<file path="config.mk">
export PLATFORM = sky130hd
export DESIGN_NAME = cpp_command_packet_sequencer_top
export DESIGN_NICKNAME = d
export VERILOG_FILES = /design/src/hdl/cpp_cs_pkg.sv /design/src/hdl/cpp_cs_front.sv /design/src/hdl/cpp_cs_back.sv /design/src/hdl/cpp_command_packet_sequencer_top.sv
export VERILOG_INCLUDE_DIRS = /design/src /design/src/hdl
export SDC_FILE = /design/constraint.sdc
export NUM_CORES = 1
export LEC_CHECK = 0
export BUFFER_PORTS_ARGS = -buffer_cell sky130_fd_sc_hd__buf_4
export CAP_MARGIN = 20
export CORE_MARGIN = 2
export CORE_UTILIZATION = 50
export DETAILED_ROUTE_END_ITERATION = 8
export GPL_ROUTABILITY_DRIVEN = 0
export GPL_TIMING_DRIVEN = 0
export HOLD_SLACK_MARGIN = 0.02
export PLACE_DENSITY = 0.71
export SYNTH_ARGS = -nofsm -noshare
export SYNTH_HDL_FRONTEND = slang
export SYNTH_SLANG_ARGS = --single-unit
</file>
<file path="constraint.sdc">
create_clock -name clk -period 4.9 [get_ports clk]
set_clock_uncertainty 0.15 [all_clocks]
set_input_delay 0.98 -clock clk [delete_from_list [all_inputs] [get_ports clk]]
set_output_delay 0.98 -clock clk [all_outputs]
set_load 0.03 [all_outputs]
</file>
<file path="src/hdl/cpp_command_packet_sequencer_top_assert.svh">
// Assertion macros shared by the command packet sequencer modules
`ifndef CPP_COMMAND_PACKET_SEQUENCER_TOP_ASSERT_SVH
`define CPP_COMMAND_PACKET_SEQUENCER_TOP_ASSERT_SVH

`ifndef SYNTHESIS
// Property that must hold at every edge outside reset
`define CPP_CS_ASSERT(label, prop, msg) \
  label: assert property (@(posedge clk) disable iff (!rst_n) (prop)) \
    else $error(msg);
// Condition in one cycle implies a consequence in the next
`define CPP_CS_ASSERT_NEXT(label, ante, cons, msg) \
  label: assert property (@(posedge clk) disable iff (!rst_n) (ante) |=> (cons)) \
    else $error(msg);
`else
`define CPP_CS_ASSERT(label, prop, msg)
`define CPP_CS_ASSERT_NEXT(label, ante, cons, msg)
`endif

`endif

</file>
<file path="src/hdl/cpp_cs_pkg.sv">
// Types, codes and the job expansion function of the command packet sequencer
`timescale 1ns / 1ps

package cpp_cs_pkg;

  // Input command codes
  localparam logic [1:0] CMD_DAISY  = 2'd0;
  localparam logic [1:0] CMD_MUX    = 2'd1;
  localparam logic [1:0] CMD_ASSIGN = 2'd2;
  localparam logic [1:0] CMD_STATUS = 2'd3;

  // Pin action codes
  localparam logic [1:0] ACT_WRITE  = 2'd0;
  localparam logic [1:0] ACT_STROBE = 2'd1;
  localparam logic [1:0] ACT_STATUS = 2'd2;
  localparam logic [1:0] ACT_DONE   = 2'd3;

  // Error codes
  localparam logic [2:0] ERR_OK     = 3'd0;
  localparam logic [2:0] ERR_CHECK1 = 3'd1;
  localparam logic [2:0] ERR_CHECK2 = 3'd2;
  localparam logic [2:0] ERR_NO_ACK = 3'd3;
  localparam logic [2:0] ERR_UNEXP  = 3'd4;

  // Status register bits
  localparam int ST_ERROR_BIT    = 3;
  localparam int ST_SELECT_BIT   = 4;
  localparam int ST_PAPEROUT_BIT = 5;
  localparam int ST_ACK_BIT      = 6;
  localparam int ST_BUSY_BIT     = 7;
  localparam logic [7:0] ST_MASK   = 8'hB8;
  localparam logic [7:0] CHK1_WANT = 8'hB8;
  localparam logic [7:0] CHK2_WANT = 8'h18;

  // Result step counter width: at most eight results per item
  localparam int STEP_W = 3;

  // Work handed from the front to the back
  typedef enum logic [2:0] {
    JOB_DONE     = 3'd0,  // done with value and error
    JOB_FF_DONE  = 3'd1,  // write FF, done with value
    JOB_MUX      = 3'd2,  // mux packet and status request
    JOB_CHK1     = 3'd3,  // daisy preamble and status request
    JOB_CHK2     = 3'd4,  // write 87, status request
    JOB_CMD      = 3'd5,  // write 78, byte, strobe, status request
    JOB_NEXT     = 3'd6,  // write address, strobe, status request
    JOB_NEXT_END = 3'd7   // write address, strobe, FF, done with count
  } job_kind_t;

  typedef struct packed {
    job_kind_t  kind;
    logic [7:0] arg;
    logic [7:0] value;
    logic [2:0] err;
  } job_t;

  typedef struct packed {
    logic [1:0] action;
    logic [7:0] data_byte;
    logic [7:0] result_value;
    logic [2:0] error_code;
    logic       last;
  } res_t;

  function automatic res_t mk_write(input logic [7:0] b, input logic lst);
    res_t r;
    r = '0;
    r.action    = ACT_WRITE;
    r.data_byte = b;
    r.last      = lst;
    return r;
  endfunction

  function automatic res_t mk_act(input logic [1:0] a, input logic lst);
    res_t r;
    r = '0;
    r.action = a;
    r.last   = lst;
    return r;
  endfunction

  function automatic res_t mk_done(input logic [7:0] v, input logic [2:0] e);
    res_t r;
    r = '0;
    r.action       = ACT_DONE;
    r.result_value = v;
    r.error_code   = e;
    r.last         = 1'b1;
    return r;
  endfunction

  // Result produced by a job at a given step; last marks its final one
  function automatic res_t expand(input job_t j, input logic [STEP_W-1:0] step);
    res_t r;
    r = mk_done(8'h00, ERR_OK);
    unique case (j.kind)
      JOB_DONE: r = mk_done(j.value, j.err);
      JOB_FF_DONE: begin
        if (step == STEP_W'(0)) r = mk_write(8'hFF, 1'b0);
        else                    r = mk_done(j.value, ERR_OK);
      end
      JOB_MUX: begin
        unique case (step)
          STEP_W'(0): r = mk_write(8'hAA, 1'b0);
          STEP_W'(1): r = mk_write(8'h55, 1'b0);
          STEP_W'(2): r = mk_write(8'hF0, 1'b0);
          STEP_W'(3): r = mk_write(8'h0F, 1'b0);
          STEP_W'(4): r = mk_write(8'h52, 1'b0);
          STEP_W'(5): r = mk_write(8'hAD, 1'b0);
          STEP_W'(6): r = mk_write(j.arg, 1'b0);
          default:    r = mk_act(ACT_STATUS, 1'b1);
        endcase
      end
      JOB_CHK1: begin
        unique case (step)
          STEP_W'(0): r = mk_write(8'hAA, 1'b0);
          STEP_W'(1): r = mk_write(8'h55, 1'b0);
          STEP_W'(2): r = mk_write(8'h00, 1'b0);
          STEP_W'(3): r = mk_write(8'hFF, 1'b0);
          default:    r = mk_act(ACT_STATUS, 1'b1);
        endcase
      end
      JOB_CHK2: begin
        if (step == STEP_W'(0)) r = mk_write(8'h87, 1'b0);
        else                    r = mk_act(ACT_STATUS, 1'b1);
      end
      JOB_CMD: begin
        unique case (step)
          STEP_W'(0): r = mk_write(8'h78, 1'b0);
          STEP_W'(1): r = mk_write(j.arg, 1'b0);
          STEP_W'(2): r = mk_act(ACT_STROBE, 1'b0);
          default:    r = mk_act(ACT_STATUS, 1'b1);
        endcase
      end
      JOB_NEXT: begin
        unique case (step)
          STEP_W'(0): r = mk_write(j.arg, 1'b0);
          STEP_W'(1): r = mk_act(ACT_STROBE, 1'b0);
          default:    r = mk_act(ACT_STATUS, 1'b1);
        endcase
      end
      JOB_NEXT_END: begin
        unique case (step)
          STEP_W'(0): r = mk_write(j.arg, 1'b0);
          STEP_W'(1): r = mk_act(ACT_STROBE, 1'b0);
          STEP_W'(2): r = mk_write(8'hFF, 1'b0);
          default:    r = mk_done(j.value, ERR_OK);
        endcase
      end
      default: r = mk_done(8'h00, ERR_OK);
    endcase
    return r;
  endfunction

endpackage

</file>
<file path="src/hdl/cpp_cs_front.sv">
// Front end: protocol state, item classification and the job queue
`timescale 1ns / 1ps
`include "cpp_command_packet_sequencer_top_assert.svh"

module cpp_cs_front #(
  parameter int MAX_CHAIN_DEVICES = 4
) (
  input  logic              clk,
  input  logic              rst_n,
  input  logic              in_push,
  output logic              in_full,
  input  logic [1:0]        in_command,
  input  logic [7:0]        in_cmd_byte,
  input  logic [7:0]        in_status_byte,
  output logic              job_valid,
  output cpp_cs_pkg::job_t  job,
  input  logic              job_pop
);

  typedef enum logic [5:0] {
    PH_IDLE      = 6'b000001,
    PH_CHECK1    = 6'b000010,
    PH_CHECK2    = 6'b000100,
    PH_DAISY_END = 6'b001000,
    PH_MUX_END   = 6'b010000,
    PH_CHAIN     = 6'b100000
  } phase_t;

  phase_t             phase_r, phase_nxt;
  logic [1:0]         operation_r, operation_nxt;
  logic [7:0]         held_r, held_nxt;
  logic [2:0]         chain_index_r, chain_index_nxt;
  logic [2:0]         idx_inc;
  cpp_cs_pkg::job_t   new_job;
  logic               accept;

  // Job queue, two entries
  cpp_cs_pkg::job_t   jq_r [2];
  logic               jq_wptr_r, jq_rptr_r;
  logic [1:0]         jq_cnt_r;

  assign in_full   = (jq_cnt_r == 2'd2);
  assign accept    = in_push && !in_full;
  assign job_valid = (jq_cnt_r != 2'd0);
  assign job       = jq_r[jq_rptr_r];
  assign idx_inc   = chain_index_r + 3'd1;

  // Classify the item against the current phase
  always_comb begin
    phase_nxt       = phase_r;
    operation_nxt   = operation_r;
    held_nxt        = held_r;
    chain_index_nxt = chain_index_r;
    new_job         = '0;
    new_job.kind    = cpp_cs_pkg::JOB_DONE;
    new_job.err     = cpp_cs_pkg::ERR_UNEXP;
    if (phase_r == PH_IDLE) begin
      if (in_command == cpp_cs_pkg::CMD_STATUS) begin
        new_job.err = cpp_cs_pkg::ERR_UNEXP;
      end else if (in_command == cpp_cs_pkg::CMD_MUX) begin
        new_job.kind  = cpp_cs_pkg::JOB_MUX;
        new_job.arg   = in_cmd_byte;
        new_job.err   = cpp_cs_pkg::ERR_OK;
        operation_nxt = in_command;
        held_nxt      = in_cmd_byte;
        phase_nxt     = PH_MUX_END;
      end else begin
        new_job.kind    = cpp_cs_pkg::JOB_CHK1;
        new_job.err     = cpp_cs_pkg::ERR_OK;
        operation_nxt   = in_command;
        held_nxt        = in_cmd_byte;
        chain_index_nxt = 3'd0;
        phase_nxt       = PH_CHECK1;
      end
    end else if (in_command != cpp_cs_pkg::CMD_STATUS) begin
      new_job.err = cpp_cs_pkg::ERR_UNEXP;
    end else begin
      new_job.err = cpp_cs_pkg::ERR_OK;
      unique case (phase_r)
        PH_CHECK1: begin
          if ((in_status_byte & cpp_cs_pkg::ST_MASK) != cpp_cs_pkg::CHK1_WANT) begin
            new_job.err = cpp_cs_pkg::ERR_CHECK1;
            phase_nxt   = PH_IDLE;
          end else begin
            new_job.kind = cpp_cs_pkg::JOB_CHK2;
            phase_nxt    = PH_CHECK2;
          end
        end
        PH_CHECK2: begin
          if ((in_status_byte & cpp_cs_pkg::ST_MASK) != cpp_cs_pkg::CHK2_WANT) begin
            new_job.err = cpp_cs_pkg::ERR_CHECK2;
            phase_nxt   = PH_IDLE;
          end else if (operation_r == cpp_cs_pkg::CMD_ASSIGN) begin
            new_job.kind    = cpp_cs_pkg::JOB_CMD;
            new_job.arg     = 8'h00;
            chain_index_nxt = 3'd0;
            phase_nxt       = PH_CHAIN;
          end else begin
            new_job.kind = cpp_cs_pkg::JOB_CMD;
            new_job.arg  = held_r;
            phase_nxt    = PH_DAISY_END;
          end
        end
        PH_DAISY_END: begin
          new_job.kind  = cpp_cs_pkg::JOB_FF_DONE;
          new_job.value = in_status_byte;
          phase_nxt     = PH_IDLE;
        end
        PH_MUX_END: begin
          if (!in_status_byte[cpp_cs_pkg::ST_ACK_BIT]) begin
            new_job.err = cpp_cs_pkg::ERR_NO_ACK;
          end else begin
            new_job.value = {4'b0000,
                             ~in_status_byte[cpp_cs_pkg::ST_ERROR_BIT],
                             ~in_status_byte[cpp_cs_pkg::ST_BUSY_BIT],
                             in_status_byte[cpp_cs_pkg::ST_PAPEROUT_BIT],
                             in_status_byte[cpp_cs_pkg::ST_SELECT_BIT]};
          end
          phase_nxt = PH_IDLE;
        end
        PH_CHAIN: begin
          chain_index_nxt = idx_inc;
          new_job.arg     = {5'b00000, idx_inc};
          new_job.value   = {5'b00000, idx_inc};
          if (idx_inc >= 3'(MAX_CHAIN_DEVICES)) begin
            new_job.kind = cpp_cs_pkg::JOB_FF_DONE;
            phase_nxt    = PH_IDLE;
          end else if (!in_status_byte[cpp_cs_pkg::ST_BUSY_BIT]) begin
            new_job.kind = cpp_cs_pkg::JOB_NEXT_END;
            phase_nxt    = PH_IDLE;
          end else begin
            new_job.kind = cpp_cs_pkg::JOB_NEXT;
          end
        end
        default: phase_nxt = PH_IDLE;
      endcase
    end
  end

  // Protocol state registers
  always_ff @(posedge clk) begin
    if (!rst_n) begin
      phase_r       <= PH_IDLE;
      operation_r   <= 2'd0;
      held_r        <= 8'h00;
      chain_index_r <= 3'd0;
    end else if (accept) begin
      phase_r       <= phase_nxt;
      operation_r   <= operation_nxt;
      held_r        <= held_nxt;
      chain_index_r <= chain_index_nxt;
    end
  end

  // Job queue control
  always_ff @(posedge clk) begin
    if (!rst_n) begin
      jq_wptr_r <= 1'b0;
      jq_rptr_r <= 1'b0;
      jq_cnt_r  <= 2'd0;
    end else begin
      if (accept)  jq_wptr_r <= ~jq_wptr_r;
      if (job_pop) jq_rptr_r <= ~jq_rptr_r;
      jq_cnt_r <= jq_cnt_r + {1'b0, accept} - {1'b0, job_pop};
    end
  end

  // Job queue storage
  always_ff @(posedge clk) begin
    if (accept) jq_r[jq_wptr_r] <= new_job;
  end

  `CPP_CS_ASSERT(a_jq_bound, jq_cnt_r <= 2'd2, "job queue over capacity")
  `CPP_CS_ASSERT(a_chain_bound,
    (phase_r != PH_CHAIN) || (chain_index_r < 3'(MAX_CHAIN_DEVICES)),
    "chain index beyond device limit")
  `CPP_CS_ASSERT_NEXT(a_unexp_keeps_phase,
    accept && (phase_r != PH_IDLE) && (in_command != cpp_cs_pkg::CMD_STATUS),
    $stable(phase_r), "unexpected start item disturbed the sequence")

endmodule

</file>
<file path="src/hdl/cpp_cs_back.sv">
// Back end: expands jobs into pin actions and holds the result queue
`timescale 1ns / 1ps
`include "cpp_command_packet_sequencer_top_assert.svh"

module cpp_cs_back (
  input  logic              clk,
  input  logic              rst_n,
  input  logic              job_valid,
  input  cpp_cs_pkg::job_t  job,
  output logic              job_pop,
  input  logic              out_pop,
  output logic              out_empty,
  output cpp_cs_pkg::res_t  out_res
);

  cpp_cs_pkg::job_t                cur_r;
  logic                            cur_valid_r;
  logic [cpp_cs_pkg::STEP_W-1:0]   step_r;
  cpp_cs_pkg::res_t                res;
  logic                            emit, take, deq;

  // Result queue, two entries
  cpp_cs_pkg::res_t  oq_r [2];
  logic              oq_wptr_r, oq_rptr_r;
  logic [1:0]        oq_cnt_r;

  assign res       = cpp_cs_pkg::expand(cur_r, step_r);
  assign emit      = cur_valid_r && (oq_cnt_r != 2'd2);
  assign take      = !cur_valid_r || (emit && res.last);
  assign job_pop   = take && job_valid;
  assign out_empty = (oq_cnt_r == 2'd0);
  assign deq       = out_pop && !out_empty;
  assign out_res   = oq_r[oq_rptr_r];

  // Expander control: step through the current job, load the next at its end
  always_ff @(posedge clk) begin
    if (!rst_n) begin
      cur_valid_r <= 1'b0;
      step_r      <= '0;
    end else if (take) begin
      cur_valid_r <= job_valid;
      step_r      <= '0;
    end else if (emit) begin
      step_r <= step_r + 1'b1;
    end
  end

  // Current job payload
  always_ff @(posedge clk) begin
    if (job_pop) cur_r <= job;
  end

  // Result queue control
  always_ff @(posedge clk) begin
    if (!rst_n) begin
      oq_wptr_r <= 1'b0;
      oq_rptr_r <= 1'b0;
      oq_cnt_r  <= 2'd0;
    end else begin
      if (emit) oq_wptr_r <= ~oq_wptr_r;
      if (deq)  oq_rptr_r <= ~oq_rptr_r;
      oq_cnt_r <= oq_cnt_r + {1'b0, emit} - {1'b0, deq};
    end
  end

  // Result queue storage
  always_ff @(posedge clk) begin
    if (emit) oq_r[oq_wptr_r] <= res;
  end

  `CPP_CS_ASSERT(a_oq_bound, oq_cnt_r <= 2'd2, "result queue over capacity")
  `CPP_CS_ASSERT(a_pop_valid, !job_pop || job_valid, "job taken from empty queue")
  `CPP_CS_ASSERT_NEXT(a_step_adv, emit && !res.last,
    cur_valid_r && (step_r == $past(step_r) + 1'b1), "expander step did not advance")

endmodule

</file>
<file path="src/hdl/cpp_command_packet_sequencer_top.sv">
// Top level of the IEEE 1284.3 command packet sequencer
// The first result of an item passes through the job queue and the current job register.
// Throughput: the expander emits one result a cycle while the result queue has room; an
// item causes 1 to 8 results, and items enter back to back while the two-entry job
// queue has room.
// Reset: synchronous, active low; clears the protocol state and both queues.
`timescale 1ns / 1ps

module cpp_command_packet_sequencer_top #(
  parameter int MAX_CHAIN_DEVICES = 4
) (
  input  logic       clk,
  input  logic       rst_n,
  input  logic       in_push,
  output logic       in_full,
  input  logic [1:0] in_command,
  input  logic [7:0] in_cmd_byte,
  input  logic [7:0] in_status_byte,
  input  logic       out_pop,
  output logic       out_empty,
  output logic [1:0] out_action,
  output logic [7:0] out_data_byte,
  output logic [7:0] out_result_value,
  output logic [2:0] out_error_code,
  output logic       out_last
);

  logic              job_valid;
  logic              job_pop;
  cpp_cs_pkg::job_t  job;
  cpp_cs_pkg::res_t  out_res;

  // Front end: classification and protocol state
  cpp_cs_front #(
    .MAX_CHAIN_DEVICES(MAX_CHAIN_DEVICES)
  ) u_front (
    .clk            (clk),
    .rst_n          (rst_n),
    .in_push        (in_push),
    .in_full        (in_full),
    .in_command     (in_command),
    .in_cmd_byte    (in_cmd_byte),
    .in_status_byte (in_status_byte),
    .job_valid      (job_valid),
    .job            (job),
    .job_pop        (job_pop)
  );

  // Back end: pin action expansion
  cpp_cs_back u_back (
    .clk       (clk),
    .rst_n     (rst_n),
    .job_valid (job_valid),
    .job       (job),
    .job_pop   (job_pop),
    .out_pop   (out_pop),
    .out_empty (out_empty),
    .out_res   (out_res)
  );

  assign out_action       = out_res.action;
  assign out_data_byte    = out_res.data_byte;
  assign out_result_value = out_res.result_value;
  assign out_error_code   = out_res.error_code;
  assign out_last         = out_res.last;

endmodule

</file>
==> flow_summary_export.csv <==
group,metric,value,unit
clock_tree,clk_latency,0.42,ns
worst_setup_path,max_stage_delay,0.57,ns
synthesis,synth.area.top_cells,"edfxtp_1 52%, dfxtp_1 10%, mux2_2 7.8%",
worst_setup_path,critPathMostFrequentCell,"ha_1",
synthesis,synth_commonest_cells,"108 x edfxtp_1, 43 x mux2_2, 42 x nor2_1",
timing,min_period,3.82,ns
finish,ff_latch_area,0.00388,mm²
worst_setup_path,path_cells,"clkbuf_1 > inv_1 > ha_1 > or4_4 > a211o_1 > o21ai_2 > nor3_1 > nor2_2 > ha_1 > inv_1 > ha_1 > xor2_1 > xnor2_1 > nor2_1",
timing,fmax,262,MHz
floorplanning,dieArea,0.0134,mm²
power_and_ir_drop,max-vdd-ir-drop,0.000264,V
run,max_cap_viol_count,0,
worst_setup_path,cp.depth,14,
clock_tree,cts_root_buffer,"clkbuf_16",
worst_setup_path,r2r_start,"u_back.step_r[2]",
grt,grt_pass1_vias,3847,
routing,viasPerCell,5.40,
placed_design,dp_slack,1.11,ns
grt,grt_overflow,0,
worst_setup_path,crit_start,"u_back.step_r[2]",
floorplanning,rows,40,
timing,fin_ws,1.08,ns
routing,postRouteAntennaNets,0,
grt,track_usage,0.184,
grt,grt_antenna_before_repair,0,
synthesis,yosys.cell_count.top_type,"edfxtp_1",
synthesis,yosys.area.top_type,"edfxtp_1",
floorplanning,ios,46,
finish,syn_to_final_growth,18.9,%
worst_setup_path,critPathKind,"reg -> reg",
placed_design,dpl.hpwl,8130,µm
clock_tree,cts-buffers-inserted,17,
clock_tree,numClockSinks,140,
power_and_ir_drop,power.leakage,2.78,nW
routing,dr.pass1.iters,5,
synthesis,synth-seq-cells,140,
routing,vias,3983,
timing,post-route-period-util,0.780,
routing,routed_wirelength,11500,µm
worst_setup_path,required,5.04,ns
clock_tree,ctsResizeCount,0,
worst_setup_path,cp_top_family,"simple AND/OR/NAND/NOR gates",
synthesis,ys_warn_count,0,
routing,drt_iter0_markers,219,
power_and_ir_drop,p_sw_frac,0.322,
synthesis,synthCells,490,
synthesis,synth_nets,525,
synthesis,syn_avg_cell_area,12.7,µm²
routing,avgRoutedWirePerCell,15.6,µm
timing,timing.final.max_slew_violations,0,
clock_tree,htreeDepth,4,
worst_setup_path,cp_data_arrival_time,3.96,ns
finish,fin_nets,591,
synthesis,yosys.area.top_type_share,0.519,
floorplanning,fp.dieH,116,µm
power_and_ir_drop,seqPwrFrac,0.403,
synthesis,netlist_area,0.00624,mm²
floorplanning,start_util,0.516,
synthesis,synthArstFlopShare,0,
timing,finalSetupTns,0,ns
synthesis,synth_edf_count,108,
grt,grt_max_degree,23,
finish,fillCellCount,970,
worst_setup_path,rrSetupSlack,1.08,ns
worst_setup_path,slowest_stage,"or4_4",
floorplanning,die_w,116,µm
finish,drive_gt1_frac,0.251,
power_and_ir_drop,power.density,599,mW/mm²
synthesis,ys_seq_area_frac,0.622,
timing,tightest_slew,1.02,ns
hold_path,worstHoldStart,"u_back.step_r[1]",
timing,setup_viol,0,
worst_setup_path,r2r_end,"u_front.jq_cnt_r[1]",
worst_setup_path,setup.worst_path.end,"u_front.jq_cnt_r[1]",
power_and_ir_drop,p_clk_frac,0.275,
timing,hold_violations,0,
timing,rsz0062_at_grt,"no",
status,status,"finished, final reports clean",
floorplanning,coreArea,0.0121,mm²
clock_tree,clkSlewWorstSetupHoldPaths,0.06,ns
worst_setup_path,cp-end-kind,"flop",
clock_tree,tritoncts,"built",
worst_setup_path,startpoint_type,"flop",
hold_path,hp-class,"reg -> reg",
finish,antenna_cells,0,
synthesis,synth_ff_type,"edfxtp_1",
worst_setup_path,crit_fanout,10,
finish,multi_input_area,0.00219,mm²
grt,grt_first_pass_wirelength,18600,µm
timing,slew_headroom,0.320,
power_and_ir_drop,pwr-share-comb,0.322,
worst_setup_path,crit_buf_inv,3,
power_and_ir_drop,p_sw,1.43,mW
worst_setup_path,rr_worst_depth,14,
synthesis,synth.distinct_cells,58,
clock_tree,cts.path.max_buffers,2,
routing,drc,0,
clock_tree,postCtsSetupBuffers,0,
power_and_ir_drop,p_int,3.01,mW
clock_tree,hold_buffers,0,
placed_design,io_buffers,44,
==> sequential cells by signal (all words and copies together), names as in the netlist, named ones only <==
| register | cells |
|---|---|
| u_back.cur_r | 22 |
| u_back.cur_valid_r | 1 |
| u_back.oq_cnt_r | 2 |
| u_back.oq_r | 42 |
| u_back.oq_rptr_r | 1 |
| u_back.oq_wptr_r | 1 |
| u_back.step_r | 3 |
| u_front.chain_index_r | 3 |
| u_front.held_r | 8 |
| u_front.jq_cnt_r | 2 |
| u_front.jq_r | 44 |
| u_front.jq_rptr_r | 1 |
| u_front.jq_wptr_r | 1 |
| u_front.operation_r | 2 |
| u_front.phase_r | 6 |
==> power groups by stage <==
stage / Clock, mW / Sequential, mW / Combinational, mW
3_5_place_dp: 0 / 1.81 / 1.43
3_3_place_gp: 0 / 1.81 / 1.34
2_1_floorplan: 0 / 1.78 / 1.01
4_1_cts: 1.25 / 1.79 / 1.44
6_report: 1.22 / 1.79 / 1.43
5_1_grt: 1.29 / 1.82 / 1.55
==> worst min path at each step <==
| stage | endpoint | cells after the start |
|---|---|---|
| after global placement | u_front.operation_r[0] | 2 |
| after CTS | u_back.step_r[1] | 2 |
| after detailed placement | u_front.held_r[3] | 2 |
| after floorplan | u_front.operation_r[0] | 2 |
| after global routing | u_back.step_r[1] | 2 |
| final | u_back.step_r[1] | 2 |
==> cell families (layout without fill, tap and decap cells) <==
logic type,count (synthesis),after routing,share of synthesized area
AOI/OAI and AO/OA,66,66,0.0735
xor gates and xnor gates,8,8,0.0112
adders and majority gates,13,13,0.0260
buffers and inverters,39,118,0.0280
DFF,140,140,0.622
muxes,55,55,0.0968
and+or+nand+nor,169,169,0.142
==> placed cells by master (no fill, tap or decap), drive strengths merged, types with 2 or more instances in the layout <==
| cell type | Yosys | routed |
|---|---|---|
| a22oi | 2 | 2 |
| nand4 | 2 | 2 |
| o41ai | 2 | 2 |
| o31ai | 4 | 4 |
| mux2i | 12 | 12 |
| o211ai | 2 | 2 |
| nor2 | 43 | 43 |
| dfxtp | 32 | 32 |
| a311oi | 4 | 4 |
| nor3 | 15 | 15 |
| clkbuf | 15 | 33 |
| nand2b | 7 | 7 |
| edfxtp | 108 | 108 |
| and3 | 6 | 6 |
| mux2 | 43 | 43 |
| xnor2 | 4 | 4 |
| o21ai | 15 | 15 |
| clkinvlp | 0 | 5 |
| nor3b | 6 | 6 |
| inv | 15 | 17 |
| nand3b | 3 | 3 |
| clkinv | 0 | 5 |
| or4 | 3 | 3 |
| nor4 | 3 | 3 |
| ha | 13 | 13 |
| a22o | 5 | 5 |
| a21oi | 13 | 13 |
| buf | 9 | 56 |
| xor2 | 4 | 4 |
| nand3 | 10 | 10 |
| and2 | 17 | 17 |
| or3 | 2 | 2 |
| o22ai | 5 | 5 |
| bufinv | 0 | 2 |
| a221oi | 2 | 2 |
| nor2b | 6 | 6 |
| nand2 | 41 | 41 |
| a211o | 4 | 4 |
==> worst register-to-register path: cells and delay by family, from the launching register on <==
| family | cells | cell delay (ns) |
|---|---|---|
| and+or+nand+nor | 4 | 1.05 |
| adders and majority gates | 3 | 0.76 |
| buffers and inverters | 3 | 0.60 |
| AOI/OAI and AO/OA | 2 | 0.41 |
| DFF | 1 | 0.39 |
| xor gates and xnor gates | 2 | 0.33 |
==> routing by layer <==
metal  share of wire  global-route usage  vias up
met4           0.021              0.0786        0
met5               0                   0        -
met1            0.45               0.234     1895
met2            0.48               0.299      120
li1                -                   -     1952
met3           0.049              0.0486       16
==> metrics by stage <==
step	instance area (µm²)	util	total power, mW	cells	hold WS [ns]
after floorplan	6240	-	2.79	490	0.304
after global placement	6790	0.560	3.15	702	0.318
after detailed placement	6850	0.566	3.25	705	0.339
after CTS	7420	0.613	4.48	737	0.348
after global routing	7420	0.613	4.67	737	0.375
final	7420	0.613	4.44	737	0.344
==> final cells by class <==
cell class / count / share of cell area
Sequential cell: 140 / 0.523
Multi-Input combinational cell: 311 / 0.295
Clock buffer: 18 / 0.0578
Timing Repair Buffer: 47 / 0.0522
Tap cell: 168 / 0.0283
Clock inverter: 14 / 0.0195
Buffer: 24 / 0.0160
Inverter: 15 / 0.00758
Power figures use the tool's default switching activity.
